$ cat src/scm_pkg.sv
// ----------------------------------------------------------------------------
// scm_pkg: shared types for the sorted character multiset
// Command and status codes, sequencer states and the result word.
// ----------------------------------------------------------------------------
package scm_pkg;

    localparam logic CMD_INSERT = 1'b0;
    localparam logic CMD_DELETE = 1'b1;

    typedef enum logic [1:0] {
        ST_OK        = 2'd0,
        ST_FULL      = 2'd1,
        ST_EMPTY     = 2'd2,
        ST_NOT_FOUND = 2'd3
    } t_status;

    typedef enum logic [2:0] {
        S_IDLE,
        S_INS_RD,
        S_INS_EV,
        S_DEL_RD,
        S_DEL_EV,
        S_DONE
    } t_state;

    typedef struct packed {
        t_status     status;
        logic [4:0]  count;
        logic [7:0]  smallest;
    } t_result;

endpackage

$ cat src/scm_if.sv
// ----------------------------------------------------------------------------
// scm_if: valid/ready channels of the sorted character multiset
// Command channel (cmd, ch) and result channel (status, count, smallest).
// ----------------------------------------------------------------------------
interface scm_in_if;
    logic       valid;
    logic       ready;
    logic       cmd;
    logic [7:0] ch;

    modport source (output valid, output cmd, output ch, input ready);
    modport sink   (input valid, input cmd, input ch, output ready);
endinterface

interface scm_out_if;
    logic       valid;
    logic       ready;
    logic [1:0] status;
    logic [4:0] count;
    logic [7:0] smallest;

    modport source (output valid, output status, output count, output smallest, input ready);
    modport sink   (input valid, input status, input count, input smallest, output ready);
endinterface

$ cat src/scm_ram.sv
// ----------------------------------------------------------------------------
// scm_ram: generic simple dual-port RAM
// One write port, one read port, registered read data.
// ----------------------------------------------------------------------------
module scm_ram #(
    parameter int WIDTH = 8,
    parameter int DEPTH = 16
) (
    input  logic                     i_clk,
    input  logic                     i_we,
    input  logic [$clog2(DEPTH)-1:0] i_waddr,
    input  logic [WIDTH-1:0]         i_wdata,
    input  logic [$clog2(DEPTH)-1:0] i_raddr,
    output logic [WIDTH-1:0]         o_rdata
);

    logic [WIDTH-1:0] r_mem [DEPTH];
    logic [WIDTH-1:0] r_rdata;

    always_ff @(posedge i_clk) begin
        if (i_we) begin
            r_mem[i_waddr] <= i_wdata;
        end
        r_rdata <= r_mem[i_raddr];
    end

    assign o_rdata = r_rdata;

endmodule

$ cat src/scm_ctrl.sv
// ----------------------------------------------------------------------------
// scm_ctrl: insert/delete sequencer over the entry RAM
// Insert walks down from the top, moving entries >= ch up one slot.
// Delete walks up, finds the first match and pulls later entries down.
// ----------------------------------------------------------------------------
module scm_ctrl
    import scm_pkg::*;
#(
    parameter int CAPACITY = 16
) (
    input  logic    i_clk,
    input  logic    i_rst_n,
    input  logic    i_start,
    input  logic    i_cmd,
    input  logic [7:0] i_ch,
    input  logic    i_out_free,
    output logic    o_idle,
    output logic    o_done,
    output t_result o_result
);

    localparam int AW = $clog2(CAPACITY);
    localparam int CW = $clog2(CAPACITY + 1);

    t_state          r_state, n_state;
    logic [CW-1:0]   r_idx;
    logic [CW-1:0]   r_count;
    logic [7:0]      r_ch;
    logic            r_found;
    logic [7:0]      r_smallest;
    t_status         r_status;

    logic            ram_we;
    logic [AW-1:0]   ram_waddr;
    logic [7:0]      ram_wdata;
    logic [AW-1:0]   ram_raddr;
    logic [7:0]      ram_rdata;

    logic [CW-1:0]   idx_m1;
    logic            is_full;
    logic            is_empty;
    logic [CW+4:0]   count_ext;

    assign idx_m1   = r_idx - 1'b1;
    assign is_full  = (r_count == CW'(CAPACITY));
    assign is_empty = (r_count == '0);

    scm_ram #(
        .WIDTH (8),
        .DEPTH (CAPACITY)
    ) u_ram (
        .i_clk   (i_clk),
        .i_we    (ram_we),
        .i_waddr (ram_waddr),
        .i_wdata (ram_wdata),
        .i_raddr (ram_raddr),
        .o_rdata (ram_rdata)
    );

    // next state
    always_comb begin
        n_state = r_state;
        case (r_state)
            S_IDLE: begin
                if (i_start) begin
                    if (i_cmd == CMD_INSERT) begin
                        n_state = is_full ? S_DONE : S_INS_RD;
                    end else begin
                        n_state = is_empty ? S_DONE : S_DEL_RD;
                    end
                end
            end
            S_INS_RD: n_state = (r_idx == '0) ? S_DONE : S_INS_EV;
            S_INS_EV: n_state = (ram_rdata >= r_ch) ? S_INS_RD : S_DONE;
            S_DEL_RD: n_state = (r_idx == r_count) ? S_DONE : S_DEL_EV;
            S_DEL_EV: n_state = S_DEL_RD;
            S_DONE:   n_state = i_out_free ? S_IDLE : S_DONE;
            default:  n_state = S_IDLE;
        endcase
    end

    // outputs and RAM port control
    always_comb begin
        ram_we    = 1'b0;
        ram_waddr = r_idx[AW-1:0];
        ram_wdata = r_ch;
        ram_raddr = idx_m1[AW-1:0];
        o_idle    = 1'b0;
        o_done    = 1'b0;
        case (r_state)
            S_IDLE: o_idle = 1'b1;
            S_INS_RD: begin
                ram_we = (r_idx == '0);
            end
            S_INS_EV: begin
                ram_we    = 1'b1;
                ram_wdata = (ram_rdata >= r_ch) ? ram_rdata : r_ch;
            end
            S_DEL_RD: begin
                ram_raddr = r_idx[AW-1:0];
            end
            S_DEL_EV: begin
                ram_we    = r_found;
                ram_waddr = idx_m1[AW-1:0];
                ram_wdata = ram_rdata;
            end
            S_DONE:  o_done = i_out_free;
            default: o_idle = 1'b0;
        endcase
    end

    always_ff @(posedge i_clk) begin
        if (!i_rst_n) begin
            r_state <= S_IDLE;
            r_count <= '0;
            r_found <= 1'b0;
        end else begin
            r_state <= n_state;
            case (r_state)
                S_IDLE: begin
                    if (i_start) begin
                        r_ch     <= i_ch;
                        r_found  <= 1'b0;
                        r_status <= ST_OK;
                        if (i_cmd == CMD_INSERT) begin
                            r_idx <= r_count;
                            if (is_full) begin
                                r_status <= ST_FULL;
                            end
                        end else begin
                            r_idx <= '0;
                            if (is_empty) begin
                                r_status <= ST_EMPTY;
                            end
                        end
                    end
                end
                S_INS_RD: begin
                    if (r_idx == '0) begin
                        r_smallest <= r_ch;
                        r_count    <= r_count + 1'b1;
                    end
                end
                S_INS_EV: begin
                    if (ram_rdata >= r_ch) begin
                        r_idx <= idx_m1;
                    end else begin
                        r_count <= r_count + 1'b1;
                    end
                end
                S_DEL_RD: begin
                    if (r_idx == r_count) begin
                        if (r_found) begin
                            r_count <= r_count - 1'b1;
                        end else begin
                            r_status <= ST_NOT_FOUND;
                        end
                    end
                end
                S_DEL_EV: begin
                    if (r_found && idx_m1 == '0) begin
                        r_smallest <= ram_rdata;
                    end
                    if (!r_found && ram_rdata == r_ch) begin
                        r_found <= 1'b1;
                    end
                    r_idx <= r_idx + 1'b1;
                end
                default: r_found <= r_found;
            endcase
        end
    end

    assign count_ext = {5'd0, r_count};

    assign o_result.status   = r_status;
    assign o_result.count    = count_ext[4:0];
    assign o_result.smallest = is_empty ? 8'd0 : r_smallest;

    a_count_bound: assert property (@(posedge i_clk) disable iff (!i_rst_n)
        r_count <= CW'(CAPACITY))
        else $error("entry count above capacity");

    a_ins_not_full: assert property (@(posedge i_clk) disable iff (!i_rst_n)
        (r_state == S_INS_RD || r_state == S_INS_EV) |-> !is_full)
        else $error("insert walk on a full store");

    a_ins_ev_idx: assert property (@(posedge i_clk) disable iff (!i_rst_n)
        r_state == S_INS_EV |-> r_idx != '0)
        else $error("insert move at slot zero");

    a_del_shift_idx: assert property (@(posedge i_clk) disable iff (!i_rst_n)
        (r_state == S_DEL_EV && r_found) |-> r_idx != '0)
        else $error("delete pull-down with no lower slot");

endmodule

$ cat src/sorted_char_multiset.sv
// ----------------------------------------------------------------------------
// sorted_char_multiset: bounded sorted multiset of bytes
// Top level: command sequencer, entry RAM and result register.
// ----------------------------------------------------------------------------
// Usage
//   i_in carries one word per command: cmd (0 insert, 1 delete) and ch.
//   o_out returns one word per command: status, count and smallest entry.
//   Insert puts ch before the first entry >= ch; delete removes the first
//   entry equal to ch. Full, empty and not-found leave the store unchanged.
//   A command is taken only while the sequencer is idle. Each step of the
//   walk is a RAM read state followed by an evaluate/write state.
//   The result register frees the sequencer once loaded; if the sink stalls
//   with a word still held, the next result waits in the sequencer and no
//   further command is taken. Reset empties the store (count 0); entry RAM
//   contents are not cleared and need no clearing pass.
// ----------------------------------------------------------------------------
module sorted_char_multiset
    import scm_pkg::*;
#(
    parameter int CAPACITY = 16
) (
    input  logic             i_clk,
    input  logic             i_rst_n,
    scm_in_if.sink           i_in,
    scm_out_if.source        o_out
);

    logic    r_valid;
    t_result r_result;
    logic    out_free;
    logic    seq_idle;
    logic    seq_done;
    t_result seq_result;

    assign out_free   = !r_valid || o_out.ready;
    assign i_in.ready = seq_idle;

    scm_ctrl #(
        .CAPACITY (CAPACITY)
    ) u_ctrl (
        .i_clk      (i_clk),
        .i_rst_n    (i_rst_n),
        .i_start    (i_in.valid && seq_idle),
        .i_cmd      (i_in.cmd),
        .i_ch       (i_in.ch),
        .i_out_free (out_free),
        .o_idle     (seq_idle),
        .o_done     (seq_done),
        .o_result   (seq_result)
    );

    always_ff @(posedge i_clk) begin
        if (!i_rst_n) begin
            r_valid <= 1'b0;
        end else if (seq_done) begin
            r_valid <= 1'b1;
        end else if (o_out.ready) begin
            r_valid <= 1'b0;
        end
    end

    always_ff @(posedge i_clk) begin
        if (seq_done) begin
            r_result <= seq_result;
        end
    end

    assign o_out.valid    = r_valid;
    assign o_out.status   = r_result.status;
    assign o_out.count    = r_result.count;
    assign o_out.smallest = r_result.smallest;

    a_empty_smallest: assert property (@(posedge i_clk) disable iff (!i_rst_n)
        (o_out.valid && o_out.count == 5'd0 && CAPACITY < 32) |-> o_out.smallest == 8'd0)
        else $error("empty store reports nonzero smallest");

    a_done_slot: assert property (@(posedge i_clk) disable iff (!i_rst_n)
        seq_done |-> (!r_valid || o_out.ready))
        else $error("result pushed over a held word");

    a_no_accept_busy: assert property (@(posedge i_clk) disable iff (!i_rst_n)
        (i_in.valid && i_in.ready) |=> !i_in.ready)
        else $error("command taken while sequencer busy");

endmodule

$ cat src/flat_wrapper.sv
// flat-port wrapper written by rule: the top's interface ports become plain ports
module sorted_char_multiset_flat import scm_pkg::*;
#(
    parameter int CAPACITY = 16
)
  (i_clk, i_rst_n, i_in_valid, i_in_cmd, i_in_ch, i_in_ready, o_out_valid, o_out_status, o_out_count, o_out_smallest, o_out_ready);
  scm_in_if i_in_i ();
  scm_out_if o_out_i ();
  input  logic i_clk;
  input  logic i_rst_n;
  input wire logic [$bits(i_in_i.valid)-1:0] i_in_valid;
  input wire logic [$bits(i_in_i.cmd)-1:0] i_in_cmd;
  input wire logic [$bits(i_in_i.ch)-1:0] i_in_ch;
  output wire logic [$bits(i_in_i.ready)-1:0] i_in_ready;
  output wire logic [$bits(o_out_i.valid)-1:0] o_out_valid;
  output wire logic [$bits(o_out_i.status)-1:0] o_out_status;
  output wire logic [$bits(o_out_i.count)-1:0] o_out_count;
  output wire logic [$bits(o_out_i.smallest)-1:0] o_out_smallest;
  input wire logic [$bits(o_out_i.ready)-1:0] o_out_ready;
  assign i_in_i.valid = i_in_valid;
  assign i_in_i.cmd = i_in_cmd;
  assign i_in_i.ch = i_in_ch;
  assign i_in_ready = i_in_i.ready;
  assign o_out_valid = o_out_i.valid;
  assign o_out_status = o_out_i.status;
  assign o_out_count = o_out_i.count;
  assign o_out_smallest = o_out_i.smallest;
  assign o_out_i.ready = o_out_ready;
  sorted_char_multiset #(.CAPACITY(CAPACITY)) u_core (.i_clk(i_clk), .i_rst_n(i_rst_n), .i_in(i_in_i), .o_out(o_out_i));
endmodule
$ cat config.mk
export PLATFORM = sky130hd
export DESIGN_NAME = sorted_char_multiset_flat
export DESIGN_NICKNAME = d
export VERILOG_FILES = /design/src/scm_pkg.sv /design/src/scm_if.sv /design/src/scm_ram.sv /design/src/scm_ctrl.sv /design/src/sorted_char_multiset.sv /design/src/flat_wrapper.sv
export SDC_FILE = /design/constraint.sdc
export NUM_CORES = 1
export LEC_CHECK = 0
export BUFFER_PORTS_ARGS = -buffer_cell sky130_fd_sc_hd__buf_2
export CORE_MARGIN = 4
export CORE_UTILIZATION = 55
export DETAILED_ROUTE_END_ITERATION = 8
export GPL_ROUTABILITY_DRIVEN = 0
export MAX_ROUTING_LAYER = met4
export PLACE_DENSITY_LB_ADDON = 0.2
export SYNTH_ARGS = -nofsm -noshare
export SYNTH_HDL_FRONTEND = slang
export SYNTH_HIERARCHICAL = 1
export SYNTH_SLANG_ARGS = --single-unit
$ cat constraint.sdc
create_clock -name i_clk -period 3.15 [get_ports i_clk]
set_clock_uncertainty 0.05 [all_clocks]
set_input_delay 0.315 -clock i_clk [delete_from_list [all_inputs] [get_ports i_clk]]
set_output_delay 0.315 -clock i_clk [all_outputs]
set_load 0.1 [all_outputs]
==> results.txt <==
Status - completed
Min cycle time layout - 2.93 ns
Largest area contributor in the netlist - edfxtp_1
Vias in the first global route - 4,458
Reg2reg end - u_core/u_ctrl/u_ram/r_mem[0][6]
Detail Placement HPWL - 10.4 mm
Multi-input logic area - 2410 µm²
Number of cell rows - 43
Hold endpoint - u_core/u_ctrl/r_ch[4]
Share of cells above drive strength 1 - 22.4%
R2r setup slk - 0.22 ns
CP Data Arrival Time - 3.01 ns
Ant diodes - 0
Synth warnings - 6
Commonest non-fill, non-tap cells in the layout - edfxtp_1, nand2_1, buf_4
Avg Cell Area, Syn - 15.5 µm²
WL final - 15.4 mm
Final WS setup - 0.219 ns
Crit path kind - register to register
DP Area - 8530 µm²
Deepest clock path buffer count - 2
Post-synth top flop - edfxtp_1
Top cells by area, synth - edfxtp_1, mux4_2, mux4_1
Total power - 9.01 mW
Finished Cell Area - 9090 µm²
Slew of the pin with the lowest slew margin - 0.778 ns
Fmax - 341 MHz
Tcrit/Tclk final - 93.0%
Data required, critical path - 3.23 ns
CTS Buf Count - 17
Seq/Total Area, Yosys - 67.3%
FF-to-FF path depth - 8
Initial antenna violation count - 0
PwrDens - 991 nW/µm²
Global-route wire length before repair - 23.9 mm
Crit Path Max Fanout - 8
Total gr overflow - 0
Initial DRC count - 412
Relative slew slack - 47.9%
CP endpoint kind - register
Final Hold Vio Count - 0
Hold depth - 1
Area grow syn2layout - 14.4%
Unrepaired setup endpoints after global routing - false
Root Buffer - clkbuf_16
Die area - 16,400 µm²
Min-Delay Path Class - input port to register
Synthesized area - 7950 µm²
Async S/R FF share, synth - 0%
H-tree depth - 4
Worst hold margin - 0.0213 ns
Setup crit start kind - register
Initial Util - 56.8%
RR Startpoint - u_core/u_ctrl/r_idx[0]
Detailed-route via count - 4,504
DRT antenna net count - 0
All-Layer GR Usage - 20.2%
Post-layout net count - 607
CTS tree - done
Port Buffer Count - 29
I/O pins - 30
Hold path startpoint - i_in_ch[4]
Worst path cell trace - inv_1, ha_1, or4b_4, nor4_4, a211o_1, or3b_2, nor3_2, buf_4
Sink Count - 184
Critical Path Max Stage Delay - 0.52 ns
Crit path from - u_core/u_ctrl/r_idx[0]
Via density - 5.86
Leak - 3.24 nW
Synth Instances - 511
Drt first pass iters - 6
Die Ht - 128 µm
Final Setup Violations - 0
Post-synth EDFFs - 166
Net Count, Synth - 540
Most common cell after layout, fill and taps aside - edfxtp_1
Clock transition at the registers of the reported paths - 0.06 ns
Synth top area share - 62.7%
TNS Setup - 0 ns
Post-synthesis cell type count - 61
Max-cap violations - 0
Max Slew Vio Count - 0
Final core occ - 65.0%
Worst skew pair latency - 0.42 ns
Routed WL per cell - 20.0 µm
Inst Count DP - 737
Core Box Area - 14,000 µm²
Fillers - 1,019
Worst path slowest cell - or3b_2
Synth Register Bits - 184
Remaining DRCs - 0
Pre-CTS setup slack - 0.0931 ns
Width of the die - 128 µm
Largest net degree at the start of global routing - 33
Seq. cell area - 5350 µm²
Non-Filler Instances - 769
Peak supply drop - 0.000461 V
## power breakdown
part,switching (mW),internal [mW]
logic,2.25,1.37
clock network,0.856,1.08
registers,0.154,3.29
total,3.26,5.75
## worst max-delay path by stage
stage / to / slack (ns)
floorplan: u_core/u_ctrl/u_ram/r_mem[1][0] / 0.09
detailed placement: u_core/u_ctrl/u_ram/r_mem[14][7] / 0.09
finish: u_core/u_ctrl/u_ram/r_mem[0][6] / 0.22
CTS: u_core/u_ctrl/u_ram/r_mem[4][7] / 0.06
global placement: u_core/u_ctrl/u_ram/r_mem[0][6] / 0.30
global route: u_core/u_ctrl/u_ram/r_mem[0][6] / 0.09
## logic make-up (layout without fill, tap and decap cells)
| family | after synthesis | count (layout) | synth area share [%] |
|---|---|---|---|
| flip-flops | 184 | 184 | 67.3 |
| AO/OA/AOI/OAI | 85 | 85 | 7.31 |
| buffers and inverters | 46 | 124 | 2.94 |
| multiplexers | 34 | 34 | 10.0 |
| AND/OR/NAND/NOR | 132 | 132 | 8.31 |
| adder cells (fa/ha/maj) | 16 | 16 | 2.61 |
| XOR/XNOR | 14 | 14 | 1.54 |
## flip-flops by register name (all words and copies together), names as in the netlist
name and cells:
u_core/u_ctrl/r_status 2, u_core/u_ctrl/r_ch 8, u_core/u_ctrl/r_count 5, u_core/u_ctrl/r_found 1
u_core/o_out.count 5, u_core/o_out.smallest 8, u_core/u_ctrl/r_smallest 8, u_core/o_out.valid 1
u_core/u_ctrl/u_ram/o_rdata 8, u_core/u_ctrl/u_ram/r_mem 128, u_core/u_ctrl/r_idx 5, u_core/u_ctrl/r_state 3
u_core/o_out.status 2
## routing by layer
metal	global-route usage, %	wire (µm)	vias up
met5	-	0	-
met4	7.18	278	0
met3	4.13	814	26
met2	31.8	7660	140
met1	26.3	6620	2228
li1	-	-	2110
## final cells by class
class / count / share of cell area [%]
Tap cell: 180 / 2.48
Clock inverter: 11 / 1.13
Sequential cell: 184 / 58.8
Clock buffer: 19 / 4.76
Timing Repair Buffer: 72 / 5.48
Multi-Input combinational cell: 281 / 26.5
Inverter: 22 / 0.908
## cells in the mapped netlist (all sizes together), types with 3 or more instances
cell type / n
nor2: 29
ha: 15
nand3: 4
o2111ai: 3
nand2b: 11
a21oi: 18
nor3: 15
inv: 22
mux4: 32
o21ai: 25
buf: 16
nand2: 47
dfxtp: 18
clkbuf: 5
nor2b: 9
clkdlybuf4s25: 3
and2: 3
a22oi: 16
edfxtp: 166
xnor2: 12
## timing repair
item	in CTS	in global routing
hold buffers	1	1
setup endpoints to repair	0	32
endpoints found under the hold margin	1	1
gates resized for setup	0	2
setup buffers	0	0
## critical path: cells and delay by family, from the launching register on
| kind | cells | cell delay (ns) |
|---|---|---|
| AOI/OAI and AO/OA | 1 | 0.25 |
| buffers and inverters | 2 | 0.32 |
| and+or+nand+nor | 4 | 1.38 |
| DFF | 1 | 0.49 |
| adders and majority gates | 1 | 0.16 |
(Power assumes the default switching activity.)
